`src/hw/rtl/frame_sequence_average_unit_macros.svh`:
```
// assertion helpers shared by the frame averaging block
// each use expects clk_i and rst_ni in scope
`ifndef FRAME_SEQUENCE_AVERAGE_UNIT_MACROS_SVH
`define FRAME_SEQUENCE_AVERAGE_UNIT_MACROS_SVH

// same-cycle implication
`define FSAU_ASSERT_IMPL(name, ante, cons, msg) \
  name: assert property (@(posedge clk_i) disable iff (!rst_ni) (ante) |-> (cons)) \
    else $error(msg);

// next-cycle implication
`define FSAU_ASSERT_NEXT(name, ante, cons, msg) \
  name: assert property (@(posedge clk_i) disable iff (!rst_ni) (ante) |=> (cons)) \
    else $error(msg);

`endif

```
`src/hw/rtl/fsau_pkg.sv`:
```
package fsau_pkg;

  // region and sequence bounds
  localparam int MaxRows   = 512;
  localparam int MaxCols   = 512;
  localparam int MaxFrames = 256;

  // register widths
  localparam int RowsW    = 10;
  localparam int ColsW    = 10;
  localparam int FramesW  = 9;
  localparam int CfgIdxW  = 2;
  localparam int CfgDataW = 10;

  // counter widths
  localparam int RowIdxW   = $clog2(MaxRows);
  localparam int ColIdxW   = $clog2(MaxCols);
  localparam int FrameIdxW = $clog2(MaxFrames);

  // accumulator store
  localparam int StoreDepth = MaxRows * MaxCols;
  localparam int AddrW      = $clog2(StoreDepth);
  localparam int SumW       = 16;
  localparam int PixW       = 8;

  // divider layout: one quotient bit per step
  localparam int StepsPerStage = 2;
  localparam int DivStages     = PixW / StepsPerStage;

  typedef enum logic [CfgIdxW-1:0] {
    CfgRows   = 2'd0,
    CfgCols   = 2'd1,
    CfgFrames = 2'd2
  } cfg_idx_e;

  // where a pixel sits in the sequence
  typedef struct packed {
    logic [AddrW-1:0] addr;
    logic             is_first;
    logic             is_final;
    logic             is_last;
  } pos_t;

  // pixel with its position, between the sequencer and the accumulator
  typedef struct packed {
    logic            valid;
    logic [PixW-1:0] pix;
    pos_t            pos;
  } stage_t;

  // write-back stage, between the accumulator and the divider
  typedef struct packed {
    logic             valid;
    logic [SumW-1:0]  total;
    logic [AddrW-1:0] addr;
    logic             wr;
    logic             is_final;
    logic             is_last;
  } wb_t;

endpackage

```
`src/hw/rtl/fsau_div.sv`:
```
module fsau_div (
  input  logic                         clk_i,
  input  logic                         rst_ni,
  input  logic                         adv_i,
  input  logic [fsau_pkg::FramesW-1:0] nf_i,
  input  fsau_pkg::wb_t                wb_i,
  output logic                         valid_o,
  output logic [fsau_pkg::PixW-1:0]    quo_o,
  output logic                         last_o
);
  import fsau_pkg::*;

  typedef struct packed {
    logic            valid;
    logic [SumW-1:0] rem;
    logic [PixW-1:0] quo;
    logic            last;
  } div_t;

  div_t stg_in [DivStages];
  div_t stg_d  [DivStages];
  div_t stg_q  [DivStages];

  // only final-frame sums produce a result
  always_comb begin
    stg_in[0].valid = wb_i.valid & wb_i.is_final;
    stg_in[0].rem   = wb_i.total;
    stg_in[0].quo   = '0;
    stg_in[0].last  = wb_i.is_last;
  end

  for (genvar k = 0; k < DivStages; k++) begin : g_stage
    if (k > 0) begin : g_link
      assign stg_in[k] = stg_q[k-1];
    end

    // restoring division, two quotient bits per stage
    always_comb begin : p_step
      logic [SumW:0] trial;
      logic [SumW:0] rem;
      stg_d[k] = stg_in[k];
      rem      = {1'b0, stg_in[k].rem};
      for (int j = 0; j < StepsPerStage; j++) begin
        trial = {(SumW + 1 - FramesW)'(0), nf_i} << (PixW - 1 - (k * StepsPerStage + j));
        if (rem >= trial) begin
          rem = rem - trial;
          stg_d[k].quo[PixW - 1 - (k * StepsPerStage + j)] = 1'b1;
        end
      end
      stg_d[k].rem = rem[SumW-1:0];
    end

    always_ff @(posedge clk_i or negedge rst_ni) begin
      if (!rst_ni) begin
        stg_q[k] <= '0;
      end else if (adv_i) begin
        stg_q[k] <= stg_d[k];
      end
    end
  end

  // last stage is the output register
  assign valid_o = stg_q[DivStages-1].valid;
  assign quo_o   = stg_q[DivStages-1].quo;
  assign last_o  = stg_q[DivStages-1].last;

endmodule

```
`config.mk`:
```
export PLATFORM = sky130hd
export DESIGN_NAME = fsau_div
export DESIGN_NICKNAME = d
export VERILOG_FILES = /design/src/hw/rtl/frame_sequence_average_unit_macros.svh /design/src/hw/rtl/fsau_pkg.sv /design/src/hw/rtl/fsau_div.sv
export SDC_FILE = /design/constraint.sdc
export NUM_CORES = 1
export LEC_CHECK = 0
export BUFFER_PORTS_ARGS = -buffer_cell sky130_fd_sc_hd__buf_2
export CORE_ASPECT_RATIO = 0.75
export CORE_MARGIN = 1.5
export CORE_UTILIZATION = 45
export CTS_CLUSTER_DIAMETER = 50
export CTS_CLUSTER_SIZE = 14
export DETAILED_ROUTE_END_ITERATION = 8
export PLACE_DENSITY = 0.74
export SYNTH_ARGS = -nofsm -noshare
export SYNTH_HDL_FRONTEND = slang
export SYNTH_SLANG_ARGS = --single-unit
```
`constraint.sdc`:
```
create_clock -name clk_i -period 13.4 [get_ports clk_i]
set_input_delay 1.34 -clock clk_i [delete_from_list [all_inputs] [get_ports clk_i]]
set_output_delay 1.34 -clock clk_i [all_outputs]
set_load 0.005 [all_outputs]
```
==> flow_metrics.tcl <==
set metrics [dict create \
    netlist_top_cells_count "dfrtp_1 (76), ha_1 (72), nand2_1 (71)" \
    finalSetupViolations 0 \
    htreeDepth 3 \
    ant_nets 0 \
    firstDrtPassIters 5 \
    cp_cell_sequence "buf_2 -> ha_1 -> inv_1 -> fa_1 -> a211oi_1 -> o21a_1 -> o21ai_1 -> nor2_1 -> buf_4 -> mux2_2 -> ha_1 -> and3_1 -> o21ai_0 -> a21oi_1 -> o32a_1 -> a31o_2 -> a2111oi_4 -> mux2i_1 -> mux2_2" \
    final_hold_viol_count 0 \
    ys_types 75 \
    clockBufferDepth 2 \
    end_kind "flip-flop" \
    ctsResizeCount 0 \
    yosysMostFrequentCell "dfrtp_1" \
    drv_cap 0 \
    power_leakage_nw 3.27 \
    grt_first_pass_wirelength_um 29400 \
    whs_ps 496 \
    io_pins 60 \
    layout_setup_ws_ps 6790 \
    synthesis.nets 949 \
    synthesis.area_um2 7020 \
    yosysWarningCount 0 \
    final_cells 1057 \
    synth_seq_cells 76 \
    clkSlewWorstSetupHoldPaths_ps 60 \
    synth_top_area_cell "dfrtp_1" \
    cts.sinks 76 \
    cp_num_buf_inv 3 \
    path_max_fanout 14 \
    avgSynthCellArea_um2 8.56 \
    clk_latency_ps 340 \
    maxSlewViolCount 0 \
    synth_area_leaders "dfrtp_1 (27%), ha_1 (13%), mux2_2 (5.5%)" \
    cts_buffers 9 \
    fin_crit_ps 6610 \
    synth_edf_count 0 \
    critical_path.top_delay_family "compound AO/OA/AOI/OAI gates" \
    async_flop_share 1.00 \
    tns_ps 0 \
    cts_tree "done" \
    power.density_nw_per_um2 234 \
    max_freq_ghz 0.151 \
    yosysTopAreaCellShare 0.271 \
    diodes 0 \
    dpl_worst_slack_ps 6540 \
    maxSlewHeadroom 0.258 \
    rsz0062_at_grt "false" \
    grt_antenna_before_repair 0 \
    status "complete, no violations" \
    vdd_drop_max_v 0.0000937 \
    crit_slowest_cell "a2111oi_4" \
    root_buffer "clkbuf_16" \
    skew_ps 7.05 \
    fp.dieH_um 111 \
    drive_gt1_frac 0.128 \
    place_inst 1041 \
    gp_congestion 0.879 \
    drc 0 \
    area_growth_pct 9.65 \
    design.core.area_um2 15200 \
    tightest_slew_ps 1100 \
    wl_per_cell_um 16.4 \
    drt_iter0_markers 433 \
    min_period_over_period 0.493 \
    die_w_um 147 \
    drt-total-wl_um 17400 \
    criticalPathCategory "input pin to flip-flop" \
    hpwl_um 12900 \
    grt_pass1_vias 5697 \
    ctsHoldBuffers 0 \
    num_vias 6101 \
    hold_class "flip-flop to flip-flop" \
    cts_setup_buffers 0 \
    postSynthCellCount 820 \
    yosys_most_used_dff "dfrtp_1" \
    nFillCells 1473 \
    ys_seq_area_frac 0.271 \
    setup.worst_path.start_class "input pin" \
    arrival_ps 6840 \
    grt_overflow 0 \
    grt_max_degree 77 \
    die_area_um2 16400 \
    worstPathRequired_ps 13630 \
    rows 39 \
    port_buffers 40 \
    nets 976 \
    initial_utilization 0.461 \
    vias_per_cell 5.77 \
    fin_util 0.505 \
    grt_usage 0.224 \
    cpPeakStageDelay_ps 790 \
]
flip-flops by register name, summed over array words and instances (netlist names):
signal / cells
quo_o: 8
stg_d: 18
stg_in: 48
last_o: 1
valid_o: 1
layer usage:
metal	wire length, um	track usage	share of wire	vias up
li1	-	-	-	3076
met1	8650	0.325	0.50	2902
met2	7800	0.354	0.45	106
met3	714	0.0325	0.041	17
met4	219	0.0487	0.013	0
met5	0	0	0	-
layout by cell type, fill, tap and decap left out, types with 16 or more instances in the layout:
cell type  instances
o21a_1            16
xnor2_1           31
nor3_1            22
mux2_2            34
ha_1              72
o21ai_0           57
a21o_1            17
nor2_1            69
buf_2             38
nand2_1           71
inv_1             40
a21oi_1           66
dfrtp_1           76
nand3_1           26
report_power, final:
| group | leakage, nW | switching [mW] | internal (mW) |
|---|---|---|---|
| clock | 0.142 | 0.103 | 0.151 |
| sequential | 0.858 | 0.0720 | 0.304 |
| combinational | 2.27 | 0.662 | 0.507 |
cell type report:
type	count	area, um2	share of cell area
inverters	40	150	0.0195
clock inverters	6	70.1	0.00911
repair buffers	44	235	0.0306
well taps	205	256	0.0333
flip-flops and latches	76	1900	0.247
clock buffers	10	239	0.0311
multi-input cells	676	4840	0.629
cell families after synthesis:
group / synth area share
buffers and inverters: 0.0390
AOI/OAI and AO/OA: 0.228
xor gates and xnor gates: 0.0549
muxes: 0.0745
adders and majority gates: 0.148
DFF: 0.271
and+or+nand+nor: 0.185
stage by stage:
step                cell area, um2  total power [mW]
global placement              7390              1.51
CTS                           7690              1.79
floorplan                     7020              1.30
finish                        7690              1.80
detailed placement            7390              1.53
global route                  7690              1.97
final timing paths:
kind,start,endpoint,slack (ps),cells after the start
worst max-delay path,nf_i[0],stg_in[39],6790,19
worst min-delay path,stg_d[59],stg_d[59],500,2
worst max register to register,stg_in[66],stg_in[39],7630,19
worst min register to register,stg_d[59],stg_d[59],500,2
max in group asynchronous,rst_ni,stg_in[36],11610,1
min in group asynchronous,rst_ni,quo_o[0],1120,1
worst min-delay path, cell delays in order, from the launching register on:
cell,delay (ps)
dfrtp_1,330
nor2_1,40
nor2_1,80
(Power assumes the default switching activity.)
