<file path="src/hw/rtl/frame_sequence_average_unit_macros.svh">
// assertion helpers shared by the frame averaging block
// each use expects clk_i and rst_ni in scope
`ifndef FRAME_SEQUENCE_AVERAGE_UNIT_MACROS_SVH
`define FRAME_SEQUENCE_AVERAGE_UNIT_MACROS_SVH

// same-cycle implication
`define FSAU_ASSERT_IMPL(name, ante, cons, msg) \
  name: assert property (@(posedge clk_i) disable iff (!rst_ni) (ante) |-> (cons)) \
    else $error(msg);

// next-cycle implication
`define FSAU_ASSERT_NEXT(name, ante, cons, msg) \
  name: assert property (@(posedge clk_i) disable iff (!rst_ni) (ante) |=> (cons)) \
    else $error(msg);

`endif

</file>
<file path="src/hw/rtl/fsau_pkg.sv">
package fsau_pkg;

  // region and sequence bounds
  localparam int MaxRows   = 512;
  localparam int MaxCols   = 512;
  localparam int MaxFrames = 256;

  // register widths
  localparam int RowsW    = 10;
  localparam int ColsW    = 10;
  localparam int FramesW  = 9;
  localparam int CfgIdxW  = 2;
  localparam int CfgDataW = 10;

  // counter widths
  localparam int RowIdxW   = $clog2(MaxRows);
  localparam int ColIdxW   = $clog2(MaxCols);
  localparam int FrameIdxW = $clog2(MaxFrames);

  // accumulator store
  localparam int StoreDepth = MaxRows * MaxCols;
  localparam int AddrW      = $clog2(StoreDepth);
  localparam int SumW       = 16;
  localparam int PixW       = 8;

  // divider layout: one quotient bit per step
  localparam int StepsPerStage = 2;
  localparam int DivStages     = PixW / StepsPerStage;

  typedef enum logic [CfgIdxW-1:0] {
    CfgRows   = 2'd0,
    CfgCols   = 2'd1,
    CfgFrames = 2'd2
  } cfg_idx_e;

  // where a pixel sits in the sequence
  typedef struct packed {
    logic [AddrW-1:0] addr;
    logic             is_first;
    logic             is_final;
    logic             is_last;
  } pos_t;

  // pixel with its position, between the sequencer and the accumulator
  typedef struct packed {
    logic            valid;
    logic [PixW-1:0] pix;
    pos_t            pos;
  } stage_t;

  // write-back stage, between the accumulator and the divider
  typedef struct packed {
    logic             valid;
    logic [SumW-1:0]  total;
    logic [AddrW-1:0] addr;
    logic             wr;
    logic             is_final;
    logic             is_last;
  } wb_t;

endpackage

</file>
<file path="src/hw/rtl/fsau_seq.sv">
module fsau_seq (
  input  logic                          clk_i,
  input  logic                          rst_ni,
  input  logic                          cfg_valid_i,
  input  logic [fsau_pkg::CfgIdxW-1:0]  cfg_index_i,
  input  logic [fsau_pkg::CfgDataW-1:0] cfg_data_i,
  input  logic                          adv_i,
  input  logic                          in_valid_i,
  input  logic [fsau_pkg::PixW-1:0]     pix_i,
  output logic [fsau_pkg::FramesW-1:0]  nf_o,
  output fsau_pkg::stage_t              stg_o
);
  import fsau_pkg::*;

  logic [RowsW-1:0]     rows_q, rows_d;
  logic [ColsW-1:0]     cols_q, cols_d;
  logic [FramesW-1:0]   frames_q, frames_d;
  logic                 restart;
  logic [RowsW-1:0]     nr;
  logic [ColsW-1:0]     nc;
  logic [FramesW-1:0]   nf;
  logic [RowIdxW-1:0]   row_q;
  logic [ColIdxW-1:0]   col_q;
  logic [FrameIdxW-1:0] frame_q;
  logic [AddrW-1:0]     addr_q;
  logic                 accept;
  logic                 final_col, final_row, final_frame;
  stage_t               stg_q;

  // register write decode
  always_comb begin
    rows_d   = rows_q;
    cols_d   = cols_q;
    frames_d = frames_q;
    restart  = 1'b0;
    if (cfg_valid_i) begin
      case (cfg_idx_e'(cfg_index_i))
        CfgRows: begin
          rows_d  = RowsW'(cfg_data_i);
          restart = 1'b1;
        end
        CfgCols: begin
          cols_d  = ColsW'(cfg_data_i);
          restart = 1'b1;
        end
        CfgFrames: begin
          frames_d = FramesW'(cfg_data_i);
          restart  = 1'b1;
        end
        default: begin
          restart = 1'b0;
        end
      endcase
    end
  end

  // zero acts as one, values above the bound saturate
  assign nr = (rows_q == '0) ? RowsW'(1) :
              (rows_q > RowsW'(MaxRows)) ? RowsW'(MaxRows) : rows_q;
  assign nc = (cols_q == '0) ? ColsW'(1) :
              (cols_q > ColsW'(MaxCols)) ? ColsW'(MaxCols) : cols_q;
  assign nf = (frames_q == '0) ? FramesW'(1) :
              (frames_q > FramesW'(MaxFrames)) ? FramesW'(MaxFrames) : frames_q;

  // position of the current pixel
  assign accept      = in_valid_i & adv_i;
  assign final_col   = (ColsW'(col_q) + ColsW'(1)) == nc;
  assign final_row   = (RowsW'(row_q) + RowsW'(1)) == nr;
  assign final_frame = (FramesW'(frame_q) + FramesW'(1)) == nf;

  // registers and raster counters
  always_ff @(posedge clk_i or negedge rst_ni) begin
    if (!rst_ni) begin
      rows_q   <= RowsW'(1);
      cols_q   <= ColsW'(1);
      frames_q <= FramesW'(1);
      row_q    <= '0;
      col_q    <= '0;
      frame_q  <= '0;
      addr_q   <= '0;
    end else begin
      rows_q   <= rows_d;
      cols_q   <= cols_d;
      frames_q <= frames_d;
      if (restart) begin
        row_q   <= '0;
        col_q   <= '0;
        frame_q <= '0;
        addr_q  <= '0;
      end else if (accept) begin
        if (final_col) begin
          col_q <= '0;
          if (final_row) begin
            row_q   <= '0;
            addr_q  <= '0;
            frame_q <= final_frame ? '0 : frame_q + FrameIdxW'(1);
          end else begin
            row_q  <= row_q + RowIdxW'(1);
            addr_q <= addr_q + AddrW'(1);
          end
        end else begin
          col_q  <= col_q + ColIdxW'(1);
          addr_q <= addr_q + AddrW'(1);
        end
      end
    end
  end

  // first pipeline register
  always_ff @(posedge clk_i or negedge rst_ni) begin
    if (!rst_ni) begin
      stg_q <= '0;
    end else if (adv_i) begin
      stg_q.valid        <= in_valid_i;
      stg_q.pix          <= pix_i;
      stg_q.pos.addr     <= addr_q;
      stg_q.pos.is_first <= (frame_q == '0);
      stg_q.pos.is_final <= final_frame;
      stg_q.pos.is_last  <= final_row & final_col;
    end
  end

  assign nf_o  = nf;
  assign stg_o = stg_q;

endmodule

</file>
<file path="config.mk">
export PLATFORM = sky130hd
export DESIGN_NAME = fsau_seq
export DESIGN_NICKNAME = d
export VERILOG_FILES = /design/src/hw/rtl/frame_sequence_average_unit_macros.svh /design/src/hw/rtl/fsau_pkg.sv /design/src/hw/rtl/fsau_seq.sv
export SDC_FILE = /design/constraint.sdc
export NUM_CORES = 1
export LEC_CHECK = 0
export ABC_AREA = 1
export ABC_CLOCK_PERIOD_IN_PS = 2800
export BUFFER_PORTS_ARGS = -buffer_cell sky130_fd_sc_hd__buf_2
export CAP_MARGIN = 30
export CORE_ASPECT_RATIO = 1.2
export CORE_UTILIZATION = 45
export DETAILED_ROUTE_END_ITERATION = 6
export PLACE_DENSITY_LB_ADDON = 0.25
export SYNTH_ARGS = -nofsm -noshare
export SYNTH_HDL_FRONTEND = slang
export SYNTH_SLANG_ARGS = --single-unit
</file>
<file path="constraint.sdc">
create_clock -name clk_i -period 2.8 [get_ports clk_i]
set_input_delay 0 -clock clk_i [delete_from_list [all_inputs] [get_ports clk_i]]
set_output_delay 0 -clock clk_i [all_outputs]
set_load 0.05 [all_outputs]
</file>
==> flow_summary.json <==
{
  "clk_pin_slew_ns": 0.07,
  "comb_power_share": 0.273,
  "cp_num_buf_inv": 2,
  "yosys.area.top_type_share": 0.425,
  "cts_root_buf": "clkbuf_16",
  "cts_sinks": 103,
  "die_area_sq_um": 13600,
  "wire_per_inst_um": 13.0,
  "cp_slowest_cell": "dfrtp_1",
  "fin_area_sq_um": 6820,
  "holdBufCountCts": 19,
  "grt_usage": 0.221,
  "first_pass_iters": 4,
  "r2r-end": "row_q[4]$_DFFE_PN0P_",
  "nNetsFinal": 931,
  "power_mw": 4.22,
  "synth_ff_type": "dfrtp_1",
  "cp_max_fo": 18,
  "ys_seq_area_frac": 0.438,
  "wl_um": 13900,
  "dp_hpwl_um": 10300,
  "cts_tree": "done",
  "min_from": "cfg_data_i[4]",
  "pwr-share-clk": 0.292,
  "worst_r2r_path_depth": 16,
  "rsz0062_at_grt": "false",
  "endpoint_kind": "register",
  "grt_pass1_wl_um": 23700,
  "vias_per_cell": 4.88,
  "synth_edf_count": 0,
  "ios": 64,
  "cts-buffers-inserted": 9,
  "ys_seq_elements": 103,
  "skew_ns": 0.00950,
  "syn_area_sq_um": 5890,
  "min_period_ns": 2.34,
  "dpl-instance-area_sq_um": 6340,
  "max_freq_mhz": 427,
  "cts_max_level": 3,
  "avgSynthCellArea_sq_um": 7.16,
  "power_density_nw_per_um2": 618,
  "slew_violations": 0,
  "initial_utilization": 0.463,
  "grt_overflow": 0,
  "antenna_found_initial": 0,
  "die_y_um": 127,
  "diodes": 0,
  "holdPathStages": 3,
  "placementRows": 45,
  "pre_cts_ws_ns": 0.478,
  "seq_power_share": 0.435,
  "ys_types": 37,
  "synth_area_leader_cell": "dfrtp_1",
  "cp_top_family": "simple AND/OR/NAND/NOR gates",
  "vdd.ir_drop.worst_mv": 0.267,
  "ant_nets": 0,
  "vias": 5225,
  "area_growth_pct": 15.8,
  "finalHoldViolCount": 0,
  "post_cts_buffers": 0,
  "gp_congestion": 0.895,
  "p_int_mw": 2.64,
  "syn-num-nets": 853,
  "run_status": "finished clean",
  "clock_path_buffers": 2,
  "grt_pass1_vias": 4914,
  "drive_above_1_share": 0.132,
  "min_period_over_period": 0.836,
  "fin_util": 0.536,
  "crit_path_cell_trace": "ha_1 -> nand2_1 -> nor2_4 -> nand3_1 -> nand3_1 -> nand2_1 -> inv_1 -> nand2_1 -> nor2_1 -> nand2_1 -> nor2_2 -> nand2_2 -> nand2_4 -> inv_2 -> nand2_1 -> nand2_1",
  "synth.area.top_cells": "dfrtp_1, nand2_1, nand3_1",
  "cp_common_cell": "nand2_1",
  "timing.hold.ws_ns": 0.00990,
  "worst_pin_slew_ns": 0.641,
  "critPathMaxStageDelay_ns": 0.52,
  "setup_violations": 0,
  "holdCritPathClass": "input pin to register",
  "async_reset_ff_frac": 1.00,
  "criticalPathCategory": "register to register",
  "crit_arrival_ns": 2.58,
  "critPathRequiredTime_ns": 3.04,
  "timing.final.ws_setup_ns": 0.459,
  "grt_max_degree": 61,
  "max_slew_margin": 0.570,
  "p_sw_frac": 0.373,
  "fin_cells": 1070,
  "p_sw_mw": 1.57,
  "reg2reg_slack_ns": 0.46,
  "die_w_um": 106,
  "dp_cells": 1035,
  "io_buffers": 63,
  "synthCells": 823,
  "fin_tns_setup_ns": 0,
  "drtIter0Drc": 379,
  "hold_end": "rows_q[4]$_DFFE_PN0P_",
  "leakage_nw": 3.52,
  "cp-start-kind": "register",
  "core_area_sq_um": 12700,
  "cap_violations": 0,
  "cts_resized": 0,
  "clk_latency_ns": 0.36,
  "r2r-start": "col_q[0]$_DFFE_PN0P_",
  "drc_errors": 0,
  "yosysWarnings": 0
}
## cell type report
| cell class | count | area (sq um) |
|---|---|---|
| fillers | 1286 | 5900 |
| multi-input cells | 601 | 2820 |
| flip-flops and latches | 103 | 2580 |
| repair buffers | 86 | 551 |
| inverters | 100 | 375 |
| clock buffers | 9 | 225 |
| well taps | 164 | 205 |
| clock inverters | 7 | 63.8 |
## flip-flops by register name, summed over array words and instances (netlist names)
signal and flops:
cols_q 10, frame_q 8, frames_q 9, col_q 9, addr_q 18, rows_q 10
row_q 9, stg_o 30
## worst register-to-register path: stages, from the launching register on
cell	delay [ns]
dfrtp_1	0.52
ha_1	0.29
nand2_1	0.12
nor2_4	0.12
nand3_1	0.10
nand3_1	0.10
nand2_1	0.07
inv_1	0.05
nand2_1	0.04
nor2_1	0.10
nand2_1	0.07
nor2_2	0.13
nand2_2	0.08
nand2_4	0.17
inv_2	0.12
nand2_1	0.07
nand2_1	0.06
## layout by cell type, fill, tap and decap left out, types with 4 or more instances in the layout
master and count:
a21oi_1 5, buf_2 62, buf_4 4, clkbuf_16 9, dfrtp_1 100, dlygate4sd3_1 19
ha_1 5, inv_1 95, nand2_1 309, nand2_2 5, nand2_4 4, nand3_1 79
nand3b_1 7, nand4_1 11, nor2_1 59, nor2_2 5, nor3_1 5, o21ai_0 62
o21ai_1 5, o21ai_2 8, o22ai_1 5, xnor2_1 5, xor2_1 11
## logic make-up after synthesis
logic type      share of synthesized area
xor+xnor                           0.0238
flops                               0.438
fa+ha+maj                          0.0106
buf+inv                            0.0831
simple gates                        0.357
compound gates                     0.0873
## worst max path at each step
stage / startpoint / end / cells after the start
2_1_floorplan: frames_q[4]$_DFFE_PN0P_ / frame_q[4]$_DFFE_PN0P_ / 13
3_3_place_gp: rows_q[4]$_DFFE_PN0P_ / addr_q[2]$_DFFE_PN0P_ / 12
3_5_place_dp: rows_q[4]$_DFFE_PN0P_ / addr_q[4]$_DFFE_PN0P_ / 12
4_1_cts: col_q[0]$_DFFE_PN0P_ / row_q[4]$_DFFE_PN0P_ / 16
5_1_grt: col_q[0]$_DFFE_PN0P_ / row_q[4]$_DFFE_PN0P_ / 16
6_report: col_q[0]$_DFFE_PN0P_ / row_q[4]$_DFFE_PN0P_ / 16
## synth_stat cells, types with 4 or more instances
library cell / instances
o22ai_1: 5
xnor2_1: 5
o21ai_0: 62
nand2_4: 4
nand4_1: 11
o21ai_1: 5
nor2_1: 59
clkbuf_1: 14
nand3b_1: 7
nand2_2: 5
nand3_1: 79
xor2_1: 11
dfrtp_1: 100
a21oi_1: 5
nor2_2: 5
nand2_1: 309
o21ai_2: 8
ha_1: 5
inv_1: 95
nor3_1: 5
## power groups by stage
stage	Combinational, mW	Clock [mW]	Sequential (mW)
5_1_grt	1.31	1.31	1.86
2_1_floorplan	0.801	0	1.90
4_1_cts	1.16	1.27	1.83
6_report	1.15	1.23	1.83
3_3_place_gp	1.13	0	1.85
3_5_place_dp	1.14	0	1.86
## metal layers
layer,GRT usage,part of all wire,up-vias
li1,-,-,2753
met1,0.292,0.47,2365
met2,0.376,0.48,93
met3,0.0276,0.032,14
met4,0.0701,0.016,0
met5,0,0,-
Note: power is estimated with default switching activity, not from simulation.
